===== config.mk =====
export PLATFORM = sky130hd
export DESIGN_NAME = item_slot_record_parser_core
export DESIGN_NICKNAME = d
export VERILOG_FILES = /design/src/hdl/isrp_pkg.sv /design/src/hdl/item_slot_record_parser_core.sv
export SDC_FILE = /design/constraint.sdc
export NUM_CORES = 1
export LEC_CHECK = 0
export BUFFER_PORTS_ARGS = -buffer_cell sky130_fd_sc_hd__buf_2
export CORE_MARGIN = 8
export CORE_UTILIZATION = 40
export CTS_CLUSTER_SIZE = 12
export DETAILED_ROUTE_END_ITERATION = 8
export PLACE_DENSITY = 0.57
export RECOVER_POWER = 100
export SETUP_SLACK_MARGIN = 0.5
export SYNTH_ARGS = -nofsm -noshare
export SYNTH_HDL_FRONTEND = slang
export SYNTH_SLANG_ARGS = --single-unit

===== constraint.sdc =====
create_clock -name clock -period 22.9 [get_ports clock]
set_clock_uncertainty 0.2 [all_clocks]
set_input_delay 4.58 -clock clock [delete_from_list [all_inputs] [get_ports clock]]
set_output_delay 4.58 -clock clock [all_outputs]
set_load 0.02 [all_outputs]

===== src/hdl/isrp_pkg.sv =====
// Shared types, codes and the damageable-id lookup for the slot record parser.
package isrp_pkg;

   typedef enum logic [4:0] {
      PH_ID      = 5'b00001,
      PH_COUNT   = 5'b00010,
      PH_META    = 5'b00100,
      PH_LEN     = 5'b01000,
      PH_PAYLOAD = 5'b10000
   } phase_type;

   localparam logic [1:0] KIND_PAYLOAD   = 2'd0;
   localparam logic [1:0] KIND_COMPLETE  = 2'd1;
   localparam logic [1:0] KIND_MALFORMED = 2'd2;

   localparam logic [15:0] WORD_MINUS_ONE = 16'hFFFF;

   typedef struct packed {
      logic [1:0]         result_kind;
      logic signed [15:0] item_id;
      logic signed [7:0]  item_count;
      logic signed [15:0] meta_value;
      logic signed [15:0] payload_length;
      logic [7:0]         payload_byte;
      logic               has_payload;
      logic               record_end;
   } result_type;

   function automatic logic is_damageable(input logic [15:0] id);
      return id inside {[16'd256:16'd259], 16'd261, [16'd267:16'd279],
                        [16'd283:16'd286], [16'd290:16'd294], [16'd298:16'd317],
                        16'd346, 16'd359};
   endfunction

endpackage


===== src/hdl/item_slot_record_parser_core.sv =====
// Top level of the slot record parser: byte-wide record state machine and result buffer.
//
//   channel | direction | payload                                    | flow
//   req_    | in        | in_byte (8)                                | valid/ready
//   rsp_    | out       | kind, id, count, meta, length, byte, flags | valid/ready
//
// Each accepted byte advances the record state in the same cycle; a result, when the
// byte produces one, is registered on rsp_, or in the skid entry while rsp_ is stalled.
// One byte per cycle sustained while the skid entry is empty and req_ready stays high.
// Synchronous reset returns to waiting for an item id and empties the result buffer.
// The result side has an output register plus one skid entry, so a stalled rsp_ready
// stops req_ready only once both entries hold results.
module item_slot_record_parser_core (
   input  logic               clock,
   input  logic               reset,
   input  logic               req_valid,
   output logic               req_ready,
   input  logic [7:0]         req_in_byte,
   output logic               rsp_valid,
   input  logic               rsp_ready,
   output logic [1:0]         rsp_result_kind,
   output logic signed [15:0] rsp_item_id,
   output logic signed [7:0]  rsp_item_count,
   output logic signed [15:0] rsp_meta_value,
   output logic signed [15:0] rsp_payload_length,
   output logic [7:0]         rsp_payload_byte,
   output logic               rsp_has_payload,
   output logic               rsp_record_end
);
   import isrp_pkg::*;

   phase_type   phase_ff, phase_in;
   logic        byte_idx_ff, byte_idx_in;
   logic [15:0] id_ff, id_in;
   logic [7:0]  count_ff, count_in;
   logic [15:0] meta_ff, meta_in;
   logic [15:0] length_ff, length_in;
   logic [14:0] remaining_ff, remaining_in;
   logic [7:0]  hold_ff, hold_in;

   result_type  main_ff, skid_ff, res;
   logic        main_valid_ff, skid_valid_ff;
   logic        accept, push, pop, emit;
   logic [1:0]  kind;
   logic [7:0]  pbyte;
   logic        has_pl, rec_end;
   logic [15:0] word;

   assign accept = req_valid && req_ready;
   assign pop    = main_valid_ff && rsp_ready;
   assign push   = accept && emit;
   assign word   = {hold_ff, req_in_byte};

   always_comb begin
      phase_in     = phase_ff;
      byte_idx_in  = byte_idx_ff;
      id_in        = id_ff;
      count_in     = count_ff;
      meta_in      = meta_ff;
      length_in    = length_ff;
      remaining_in = remaining_ff;
      hold_in      = hold_ff;
      emit         = 1'b0;
      kind         = KIND_COMPLETE;
      pbyte        = 8'd0;
      has_pl       = 1'b0;
      rec_end      = 1'b0;
      case (phase_ff)
         PH_COUNT: begin
            count_in    = req_in_byte;
            byte_idx_in = 1'b0;
            phase_in    = PH_META;
         end
         PH_META: begin
            if (!byte_idx_ff) begin
               hold_in     = req_in_byte;
               byte_idx_in = 1'b1;
            end else begin
               meta_in     = word;
               byte_idx_in = 1'b0;
               if (!is_damageable(id_ff)) begin
                  length_in = 16'd0;
                  phase_in  = PH_ID;
                  emit      = 1'b1;
                  rec_end   = 1'b1;
               end else begin
                  phase_in = PH_LEN;
               end
            end
         end
         PH_LEN: begin
            if (!byte_idx_ff) begin
               hold_in     = req_in_byte;
               byte_idx_in = 1'b1;
            end else begin
               length_in   = word;
               byte_idx_in = 1'b0;
               phase_in    = PH_ID;
               if (word == WORD_MINUS_ONE) begin
                  emit    = 1'b1;
                  rec_end = 1'b1;
               end else if (word[15]) begin
                  emit = 1'b1;
                  kind = KIND_MALFORMED;
               end else if (word == 16'd0) begin
                  emit    = 1'b1;
                  has_pl  = 1'b1;
                  rec_end = 1'b1;
               end else begin
                  remaining_in = word[14:0];
                  phase_in     = PH_PAYLOAD;
               end
            end
         end
         PH_PAYLOAD: begin
            remaining_in = remaining_ff - 15'd1;
            emit         = 1'b1;
            kind         = KIND_PAYLOAD;
            pbyte        = req_in_byte;
            has_pl       = 1'b1;
            if (remaining_in == 15'd0) begin
               phase_in = PH_ID;
               rec_end  = 1'b1;
            end
         end
         default: begin
            // Unused phase codes behave as waiting for an item id.
            phase_in = PH_ID;
            if (!byte_idx_ff) begin
               hold_in     = req_in_byte;
               byte_idx_in = 1'b1;
            end else begin
               id_in        = word;
               byte_idx_in  = 1'b0;
               count_in     = 8'd0;
               meta_in      = 16'd0;
               length_in    = 16'd0;
               remaining_in = 15'd0;
               if (word == WORD_MINUS_ONE) begin
                  emit    = 1'b1;
                  rec_end = 1'b1;
               end else begin
                  phase_in = PH_COUNT;
               end
            end
         end
      endcase
      res.result_kind    = kind;
      res.item_id        = id_in;
      res.item_count     = count_in;
      res.meta_value     = meta_in;
      res.payload_length = length_in;
      res.payload_byte   = pbyte;
      res.has_payload    = has_pl;
      res.record_end     = rec_end;
   end

   always_ff @(posedge clock) begin
      if (reset) begin
         phase_ff     <= PH_ID;
         byte_idx_ff  <= 1'b0;
         id_ff        <= 16'd0;
         count_ff     <= 8'd0;
         meta_ff      <= 16'd0;
         length_ff    <= 16'd0;
         remaining_ff <= 15'd0;
         hold_ff      <= 8'd0;
      end else if (accept) begin
         phase_ff     <= phase_in;
         byte_idx_ff  <= byte_idx_in;
         id_ff        <= id_in;
         count_ff     <= count_in;
         meta_ff      <= meta_in;
         length_ff    <= length_in;
         remaining_ff <= remaining_in;
         hold_ff      <= hold_in;
      end
   end

   // Two-entry result buffer: main is the head, skid catches a result while main stalls.
   always_ff @(posedge clock) begin
      if (reset) begin
         main_valid_ff <= 1'b0;
         skid_valid_ff <= 1'b0;
      end else if (pop) begin
         if (skid_valid_ff) begin
            skid_valid_ff <= 1'b0;
         end else begin
            main_valid_ff <= push;
         end
      end else if (!main_valid_ff) begin
         main_valid_ff <= push;
      end else if (push) begin
         skid_valid_ff <= 1'b1;
      end
   end

   always_ff @(posedge clock) begin
      if (pop) begin
         main_ff <= skid_valid_ff ? skid_ff : res;
      end else if (!main_valid_ff) begin
         main_ff <= res;
      end
      if (push && main_valid_ff && !pop) begin
         skid_ff <= res;
      end
   end

   assign req_ready          = !skid_valid_ff;
   assign rsp_valid          = main_valid_ff;
   assign rsp_result_kind    = main_ff.result_kind;
   assign rsp_item_id        = main_ff.item_id;
   assign rsp_item_count     = main_ff.item_count;
   assign rsp_meta_value     = main_ff.meta_value;
   assign rsp_payload_length = main_ff.payload_length;
   assign rsp_payload_byte   = main_ff.payload_byte;
   assign rsp_has_payload    = main_ff.has_payload;
   assign rsp_record_end     = main_ff.record_end;

   a_skid_needs_main: assert property (@(posedge clock) disable iff (reset)
      skid_valid_ff |-> main_valid_ff)
      else $error("skid entry holds a result while the output register is empty");

   a_payload_remaining: assert property (@(posedge clock) disable iff (reset)
      (phase_ff == PH_PAYLOAD) |-> (remaining_ff != 15'd0))
      else $error("payload phase entered with no bytes remaining");

   a_count_byte_silent: assert property (@(posedge clock) disable iff (reset)
      (accept && phase_ff == PH_COUNT) |-> !push)
      else $error("count byte produced a result");

   a_malformed_not_end: assert property (@(posedge clock) disable iff (reset)
      (rsp_valid && rsp_result_kind == KIND_MALFORMED) |-> !rsp_record_end)
      else $error("malformed result marked as record end");

endmodule


Word level (Yosys, flattened, before mapping). Cells that the tools add are included.

Register bits: 223. Word-level logic and storage cells: 142.

Eq/ne operators: 16. Muxes and demuxes: 58. Reductions and logical operators: 27. $add $sub $neg: 1. Bitwise logic cells: 4. Order comparisons: 10.

Operators by type and width (count): 2-to-1 mux 68 bit (3); 2-to-1 mux 16 bit (8); >= comparator 16 x 9 -> 1 bit (second input constant) (5); less-or-equal comparator 16 x 9 -> 1 bit (second input constant) (5); 2-to-1 mux 15 bit (5); == test 16 x 9 -> 1 bit (second input constant) (3); case mux 16 bit (3 select lines) (1); case mux 15 bit (3 select lines) (1); case mux 16 bit (2 select lines) (1); 2-to-1 mux 5 bit (6); case mux 5 bit (4 select lines) (1); 2-to-1 mux 1 bit (18); == test 16 bit (second input constant) (1); zero test 16 bit (1); 2-to-1 mux 8 bit (2); case mux 8 bit (2 select lines) (1); zero test 15 bit (1); subtractor 15 x 1 -> 15 bit (second input constant) (1); != test 2 bit (second input constant) (7); logical AND 1 bit (10); 2-to-1 mux 2 bit (5); case mux 1 bit (4 select lines) (2); nonzero test 8 bit (1); AND reduction 7 bit (1); other kinds (17) (26).

Logic depth before layout (Yosys ltp). Gate-level depths: netlist of the first run.

Word-level depth: 9. Depth in mapped cells: 10.

Least setup slack after synthesis of the first run. No wires, ideal clock.

Kind: in2reg. Start point: input rsp_ready. End point: register skid_ff[0] (netlist name) (enable). Stages: 2. Setup slack: 11.108 ns. Required time: 22.122 ns. Path buffers: 0. Data arrival time: 11.014 ns. Cells stage by stage: nand2b_1 > nor3_1.

Word-level cells in the longest chain between the ends: 3.

RTL lines: from (decl) (line item_slot_record_parser_core.sv:20) `input logic rsp_ready,`; logical AND 1 bit (line item_slot_record_parser_core.sv:50) `assign pop = main_valid_ff && rsp_ready;`; zero test 1 bit (line item_slot_record_parser_core.sv:204) `if (push && main_valid_ff && !pop) begin`; logical AND 1 bit (line item_slot_record_parser_core.sv:204); to (signal assigned) (line item_slot_record_parser_core.sv:205) `skid_ff <= res;`; to (decl) (line item_slot_record_parser_core.sv:41) `result_type main_ff, skid_ff, res;`.

No other way between the ends. A chain may end at the register's enable or synchronous reset.

Worst setup path after layout of the first run.
Start point: input req_valid. End point: register skid_ff[57] (netlist name) (enable).

Word-level cells in the longest chain between the ends: 4.

RTL lines: from (decl) (line item_slot_record_parser_core.sv:16) `input logic req_valid,`; logical AND 1 bit (line item_slot_record_parser_core.sv:49) `assign accept = req_valid && req_ready;`; logical AND 1 bit (line item_slot_record_parser_core.sv:51) `assign push = accept && emit;`; logical AND 1 bit (2 in series) (line item_slot_record_parser_core.sv:204).

No other way between the ends.

==> flow_summary.json, run 1 <==
{
  "die_h_um": 175,
  "power_mw": 0.897,
  "failed_checks": "max-capacitance violations, max-slew violations",
  "critical_path_required_ns": 22.80,
  "slew_violations": 383,
  "dp.cells": 1250,
  "first_pass_iters": 5,
  "finalNonFillerCells": 1296,
  "postCtsSetupBuffers": 0,
  "async_reset_ff_share_pct": 0,
  "ant_nets": 0,
  "detail_route.wl_per_cell_um": 19.5,
  "busiest_layer": "met2",
  "tns_ns": 0,
  "ctsResizeCount": 0,
  "maxCapViolCount": 9,
  "synthMuxAreaShare_pct": 6.63,
  "syn_to_final_growth_pct": 11.5,
  "clock_sinks": 223,
  "final_util_pct": 44.9,
  "ys_seq_elements": 223,
  "grt_util_met1_pct": 22.8,
  "finalSetupViolCount": 0,
  "rows": 58,
  "via_per_inst": 5.50,
  "holdCritStartpoint": "length_ff[15]",
  "use_met2_pct": 25.3,
  "drt_iter0_markers": 528,
  "min_path_type": "flop to flop",
  "r2r_start": "skid_valid_ff",
  "finalNetCount": 961,
  "min_period_over_period_pct": 42.1,
  "grt_pass1_wl_um": 40300,
  "synth_compound_area_share_pct": 15.4,
  "hold_ws_ns": 0.268,
  "timing.fmax_mhz": 104,
  "finalHoldViolCount": 0,
  "antenna_found_initial": 1,
  "ys_warn_count": 0,
  "synth-xor-area-share_pct": 0.871,
  "synth-main-ff-cell": "edfxtp_1",
  "syn_nets": 923,
  "synth_fa_ha_area_share_pct": 0.249,
  "tightestPinTransition_ns": 3.70,
  "coreArea_um2": 25000,
  "multi_input_area_um2": 3700,
  "synth_top_family_by_area": "compound AO/OA/AOI/OAI gates",
  "cts.clk_slew.worst_paths_ns": 0.06,
  "holdBufCountCts": 0,
  "status": "finished with violations",
  "io_buffers": 81,
  "arrival_ns": 9.54,
  "drive_gt1_share_pct": 8.28,
  "seqCellArea_um2": 5830,
  "irDropWorstVdd_mv": 0.0451,
  "period_needed_ns": 9.65,
  "grt_max_degree": 80,
  "die_w_um": 175,
  "clockBufferDepth": 3,
  "wirelength_um": 25200,
  "syn_inst": 909,
  "diodes": 0,
  "seq_area_frac_synth_pct": 57.9,
  "grt_usage_pct": 16.3,
  "yosysUniqueCellTypes": 75,
  "slew_headroom_pct": -147,
  "synth-edff-count": 136,
  "synth-simple-area-share_pct": 14.1,
  "syn_area_um2": 10100,
  "fillers": 2406,
  "io_pins": 82,
  "gp_congestion": 0.856,
  "path_max_fanout": 51,
  "die_area_um2": 30500,
  "met3_usage_pct": 3.15,
  "grt_remaining_overflow": 0,
  "start_util_pct": 40.3,
  "startpoint": "req_valid",
  "post-route-drc-count": 0,
  "leakage_nw": 4.29,
  "syn_area_per_cell_um2": 11.1,
  "cts_buffers": 25,
  "vias": 7124,
  "clk-insertion-delay-late_ns": 0.53,
  "start_kind": "input pin",
  "grt_pass1_vias": 6846,
  "end_kind": "flop",
  "root_buffer": "clkbuf_16",
  "dpl.hpwl_um": 15900,
  "cts_tree": "done",
  "path_class": "input pin to flop",
  "h-tree-depth": 1,
  "rsz0062_at_grt": "false",
  "p_per_area_nw_per_um2": 80.0
}
cell type report:
type / instances / share of cell area (%)
timing repair buffer: 91 / 3.12
sequential: 223 / 51.9
multi-input combinational: 571 / 33.0
clock buffer: 37 / 6.34
inverter: 35 / 1.17
tap: 330 / 3.68
clock inverter: 9 / 0.792
power breakdown:
| part | switching [mW] | internal (mW) | total (mW) |
|---|---|---|---|
| logic | 0.0424 | 0.0217 | 0.0641 |
| clock network | 0.161 | 0.228 | 0.389 |
| registers | 0.0102 | 0.434 | 0.444 |
layer usage:
layer,up-vias,wire (um)
li1,3436,-
met1,3443,11900
met2,196,11200
met3,47,1430
met4,2,617
met5,-,13
cells by family (layout without fill, tap and decap cells):
| logic type | after synthesis | in the layout |
|---|---|---|
| flops | 223 | 223 |
| mux | 62 | 62 |
| simple gates | 273 | 273 |
| fa+ha+maj | 2 | 2 |
| buf+inv | 115 | 172 |
| compound gates | 224 | 224 |
| xor+xnor | 10 | 10 |
flip-flops by register name (all words and copies together), names as in the netlist, 15 cells and up:
name / flops
skid_ff: 68
id_ff: 16
length_ff: 16
meta_ff: 16
rsp_item_id: 16
rsp_meta_value: 16
rsp_payload_length: 16
remaining_ff: 15
synthesized netlist by cell type (12+ instances only):
library cell    n  area share [%]
edfxtp_1      136              41
nor2_1        114             4.3
dfxtp_1        87              17
clkbuf_1       58             2.2
a21oi_1        55             2.7
nand2_1        44             1.6
o21ai_0        36             1.8
inv_1          35             1.3
a211oi_1       32             2.4
mux2_2         32             3.6
a22o_1         31             2.7
a22oi_1        25             1.9
mux2i_1        25             2.5
nor3_1         19            0.95
and3_1         15            0.93
buf_2          12            0.60
worst paths after layout:
kind,to,slack (ns),cells past startpoint
worst max-delay path,skid_ff[57],13.25,5
worst min-delay path,length_ff[15],0.27,1
worst max register to register,skid_ff[57],17.14,4
worst min register to register,length_ff[15],0.27,1
layout by cell type (no fill, tap or decap), types with 31 or more instances in the layout:
cell type  count
a21oi_1       55
a211oi_1      32
edfxtp_1     136
nor2_1       114
inv_1         35
dfxtp_1       87
nand2_1       44
o21ai_0       36
clkbuf_1      96
a22o_1        31
critical path: stages:
cell      delay, ns
clkbuf_1       0.15
nor2b_1        2.37
nand2_1        0.16
nor3_1         0.33
clkbuf_1       1.92
metrics by stage:
step	setup slack, ns	area, um^2
floorplan	11.11	10100
global placement	15.60	10600
detailed placement	15.55	10600
CTS	16.11	11400
global route	12.66	11200
finish	13.25	11200
Power figures use the tool's default switching activity.
==> inputs of run 2 (changes only) <==
- PLACE_DENSITY: 0.57 -> 0.59
- clock period: 22.9 -> 8.3 ns (I/O delays scaled with it)
==> flow_summary.json, run 2 (synthesized netlist as in run 1, its figures left out) <==
{
  "status": "finished with violations",
  "failed_checks": "max-capacitance violations, max-slew violations",
  "seqCellArea_um2": 5830,
  "hold_depth": 1,
  "grt_pass1_vias": 6722,
  "p_sw_share_pct": 23.4,
  "io_buffers": 81,
  "grt_max_degree": 80,
  "grt_remaining_overflow": 0,
  "comb_power_share_pct": 7.1,
  "irDropWorstVdd_mv": 0.116,
  "power_frac_clock_pct": 43.5,
  "finalSetupViolCount": 0,
  "gp_congestion": 0.863,
  "critical_path_required_ns": 8.24,
  "period_needed_ns": 5.64,
  "hold_ws_ns": 0.274,
  "start_kind": "input pin",
  "intPower_mw": 1.90,
  "finalHoldViolCount": 0,
  "grt_pass1_wl_um": 40200,
  "drive_gt1_share_pct": 7.98,
  "crit_cells": 5,
  "slew_headroom_pct": -166,
  "die_w_um": 175,
  "syn_to_final_growth_pct": 11.4,
  "path_max_fanout": 68,
  "diodes": 0,
  "io_pins": 82,
  "h-tree-depth": 1,
  "path_class": "input pin to flop",
  "maxCapViolCount": 9,
  "timing.fmax_mhz": 177,
  "p_per_area_nw_per_um2": 221,
  "crit_chain": "clkbuf_1 > nor2b_1 > nand2_1 > nor3_1 > buf_4",
  "min_path_type": "flop to flop",
  "regMostFlops": "skid_ff",
  "final_common_cell": "edfxtp_1",
  "via_per_inst": 5.53,
  "clock_sinks": 223,
  "detail_route.wl_per_cell_um": 19.7,
  "vias": 7163,
  "cts_buffers": 25,
  "grt_usage_pct": 16.3,
  "p_switching_mw": 0.581,
  "final_cell_mix": "136 x edfxtp_1, 114 x nor2_1, 91 x clkbuf_1, 87 x dfxtp_1, 55 x a21oi_1",
  "rsz0062_at_grt": "false",
  "crit_family": "simple AND/OR/NAND/NOR gates",
  "tns_ns": 0,
  "drt_iter0_markers": 546,
  "worst-path-buf-inv": 2,
  "rows": 58,
  "first_pass_iters": 5,
  "clockBufferDepth": 3,
  "die_area_um2": 30500,
  "tightestPinTransition_ns": 3.99,
  "postCtsSetupBuffers": 0,
  "die_h_um": 175,
  "p_seq_share_pct": 49.4,
  "largest_reg_flops": 68,
  "wirelength_um": 25500,
  "coreArea_um2": 25000,
  "arrival_ns": 5.57,
  "root_buffer": "clkbuf_16",
  "rr_worst_depth": 6,
  "start_util_pct": 40.3,
  "crit_slowest_cell": "nor2b_1",
  "post-route-drc-count": 0,
  "antenna_found_initial": 0,
  "ctsResizeCount": 0,
  "slew_violations": 315,
  "holdBufCountCts": 0,
  "cp_slowest_stage_delay_ns": 2.36,
  "fillers": 2421,
  "cts_tree": "done",
  "clk-insertion-delay-late_ns": 0.52,
  "min_period_over_period_pct": 67.9,
  "leakage_nw": 4.30,
  "finalNetCount": 960,
  "cts.clk_slew.worst_paths_ns": 0.06,
  "ant_nets": 0,
  "end_kind": "flop",
  "multi_input_area_um2": 3680,
  "dpl.hpwl_um": 15900
}
==> run 2: worst paths after layout <==
kind / from / endpoint / slack [ns]
worst min-delay path: length_ff[15] / length_ff[15] / 0.27
worst min register to register: length_ff[15] / length_ff[15] / 0.27
worst max register to register: phase_ff[1] / rsp_item_id[3] / 3.44
worst max-delay path: req_valid / skid_ff[28] / 2.66
==> run 2: through the flow <==
stage	utilization [%]	instance area, um^2	worst slack (ns)	power, mW	std cells
2_1_floorplan	-	10100	1.99	1.38	909
3_3_place_gp	42.6	10600	3.60	1.43	1249
3_5_place_dp	42.6	10600	3.52	1.43	1249
4_1_cts	45.8	11400	4.04	2.52	1295
5_1_grt	44.9	11200	2.15	2.58	1295
6_report	44.9	11200	2.66	2.48	1295
==> run 2: final cells by class <==
cell class              count  share of cell area, %
inverters                  35                   1.17
repair buffers             90                   3.17
well taps                 330                   3.68
clock buffers              35                   6.19
clock inverters            11                  0.960
multi-input cells         571                   32.8
flip-flops and latches    223                   52.0
==> run 2: per-layer routing <==
layer  vias to the layer above  global-route usage (%)  part of all wire [%]
met5                         -                       0                     0
met4                         0                    5.97                   3.4
met1                      3430                    22.5                    46
met2                       238                    25.0                    45
li1                       3439                       -                     -
met3                        56                    3.21                   6.0
==> run 2: power groups by stage <==
| stage | logic, mW | registers (mW) | clock network (mW) |
|---|---|---|---|
| global placement | 0.181 | 1.25 | 0 |
| detailed placement | 0.183 | 1.25 | 0 |
| global route | 0.193 | 1.23 | 1.16 |
| CTS | 0.184 | 1.23 | 1.11 |
| floorplan | 0.129 | 1.25 | 0 |
| finish | 0.175 | 1.23 | 1.08 |
==> inputs of run 3 (changes only) <==
- clock period: 8.3 -> 5 ns (I/O delays scaled with it)
==> flow_summary.json, run 3 (synthesized netlist as in run 1, its figures left out) <==
{
  "io_buffers": 81,
  "status": "finished with violations",
  "startpoint": "phase_ff[1]",
  "fillers": 2413,
  "grt_pass1_vias": 6841,
  "coreArea_um2": 25000,
  "grt_remaining_overflow": 0,
  "die_area_um2": 30500,
  "cts_tree": "done",
  "drive_gt1_share_pct": 9.75,
  "slew_violations": 113,
  "maxCapViolCount": 5,
  "min_period_over_period_pct": 78.0,
  "wirelength_um": 25600,
  "die_w_um": 175,
  "detail_route.wl_per_cell_um": 19.7,
  "clk-insertion-delay-late_ns": 0.53,
  "r2r_start": "phase_ff[1]",
  "timing.fmax_mhz": 256,
  "holdCritStartpoint": "length_ff[15]",
  "rsz0062_at_grt": "false",
  "rr_worst_depth": 6,
  "first_pass_iters": 5,
  "io_pins": 82,
  "tns_ns": 0,
  "post_dp_cell_area_um2": 10700,
  "gp_congestion": 0.880,
  "worstReg2RegEnd": "rsp_item_id[6]",
  "final_common_cell": "edfxtp_1",
  "period_needed_ns": 3.90,
  "syn_to_final_growth_pct": 12.2,
  "dpl.hpwl_um": 16000,
  "antenna_found_initial": 2,
  "final_cell_mix": "136 x edfxtp_1, 114 x nor2_1, 87 x dfxtp_1, 86 x clkbuf_1, 55 x a21oi_1",
  "irDropWorstVdd_mv": 0.194,
  "rrSetupSlack_ns": 1.10,
  "path_max_fanout": 26,
  "clockBufferDepth": 3,
  "vias": 7151,
  "finalHoldViolCount": 0,
  "drt_iter0_markers": 492,
  "h-tree-depth": 1,
  "grt_max_degree": 85,
  "wl_met3_um": 1420,
  "finalSetupViolCount": 0,
  "seqCellArea_um2": 5830,
  "grt_usage_pct": 16.5,
  "via_per_inst": 5.52,
  "clock_sinks": 223,
  "regMostFlops": "skid_ff",
  "power_mw": 4.03,
  "ctsResizeCount": 0,
  "end_kind": "flop",
  "grt_pass1_wl_um": 40600,
  "cts.clk_slew.worst_paths_ns": 0.06,
  "slew_headroom_pct": -24.8,
  "stdcell_area_um2": 11300,
  "largest_reg_flops": 68,
  "start_kind": "flop",
  "critical_path_required_ns": 5.07,
  "postCtsSetupBuffers": 0,
  "failed_checks": "max-capacitance violations, max-slew violations",
  "p_per_area_nw_per_um2": 357,
  "tightestPinTransition_ns": 1.87,
  "post-route-drc-count": 0,
  "root_buffer": "clkbuf_16",
  "rows": 58,
  "ant_nets": 0,
  "leakage_nw": 4.32,
  "min_path_type": "flop to flop",
  "path_class": "flop to flop",
  "cts_buffers": 24,
  "multi_input_area_um2": 3770,
  "hold_depth": 1,
  "holdPathEnd": "length_ff[15]",
  "finalNetCount": 960,
  "wl_met2_um": 11700,
  "drt-met1-wl_um": 11600,
  "highest_layer": "met5",
  "holdBufCountCts": 0,
  "start_util_pct": 40.3,
  "die_h_um": 175,
  "arrival_ns": 3.97
}
[run 3: changes by cell type in the layout (fill, tap and decap cells not counted), moves of 2 or more]
cell and delta:
clkbuf_1 -5, buf_2 +8, nor4_1 -2, and2_1 -6, inv_6 -2, and2_0 +6, o21ai_0 -2, clkinvlp_4 +2
clkinv_1 -4, bufinv_16 -2, nor4_4 +2, clkinv_2 -2
[run 3: critical path, cell delays in order, from the launching register on]
cell and delay (ns):
dfxtp_1 0.45, nor2_1 0.09, and3_1 0.17, clkbuf_1 0.61, nor3_2 1.39, mux2_1 0.45
mux2_2 0.29
[run 3: how the worst max path moves through the flow]
stage,end,slack [ns],cells past startpoint
finish,rsp_item_id[6],1.10,6
global route,rsp_item_id[5],0.85,6
CTS,skid_ff[11],1.71,7
detailed placement,skid_ff[28],1.32,8
global placement,skid_ff[54],1.38,8
floorplan,skid_ff[0],0.52,7
[run 3: power by group]
part / switching (mW) / leakage (nW) / total (mW) / internal [mW]
combinational: 0.196 / 1.79 / 0.296 / 0.0998
clock: 0.726 / 0.355 / 1.70 / 0.972
sequential: 0.0483 / 2.18 / 2.03 / 1.99
[run 3: area by class of cell]
| type | instances | share of cell area [%] |
|---|---|---|
| timing repair buffer | 91 | 3.46 |
| antenna | 1 | 0.0222 |
| clock buffer | 40 | 6.31 |
| multi-input combinational | 571 | 33.4 |
| inverter | 35 | 1.16 |
| sequential | 223 | 51.6 |
| tap | 330 | 3.66 |
| clock inverter | 4 | 0.322 |
[run 3: per-stage QoR]
step | util, % | hold WS [ns] | cells | setup slack (ns)
2_1_floorplan | - | 0.242 | 909 | 0.518
3_3_place_gp | 42.7 | 0.253 | 1250 | 1.38
3_5_place_dp | 42.7 | 0.262 | 1250 | 1.32
4_1_cts | 45.7 | 0.276 | 1294 | 1.71
5_1_grt | 45.2 | 0.279 | 1294 | 0.850
6_report | 45.2 | 0.274 | 1295 | 1.10
[run 3: per-layer routing]
layer | up-vias | GRT usage (%)
met3 | 64 | 3.06
met5 | - | 0
li1 | 3434 | -
met1 | 3436 | 22.3
met2 | 215 | 26.0
met4 | 2 | 6.04
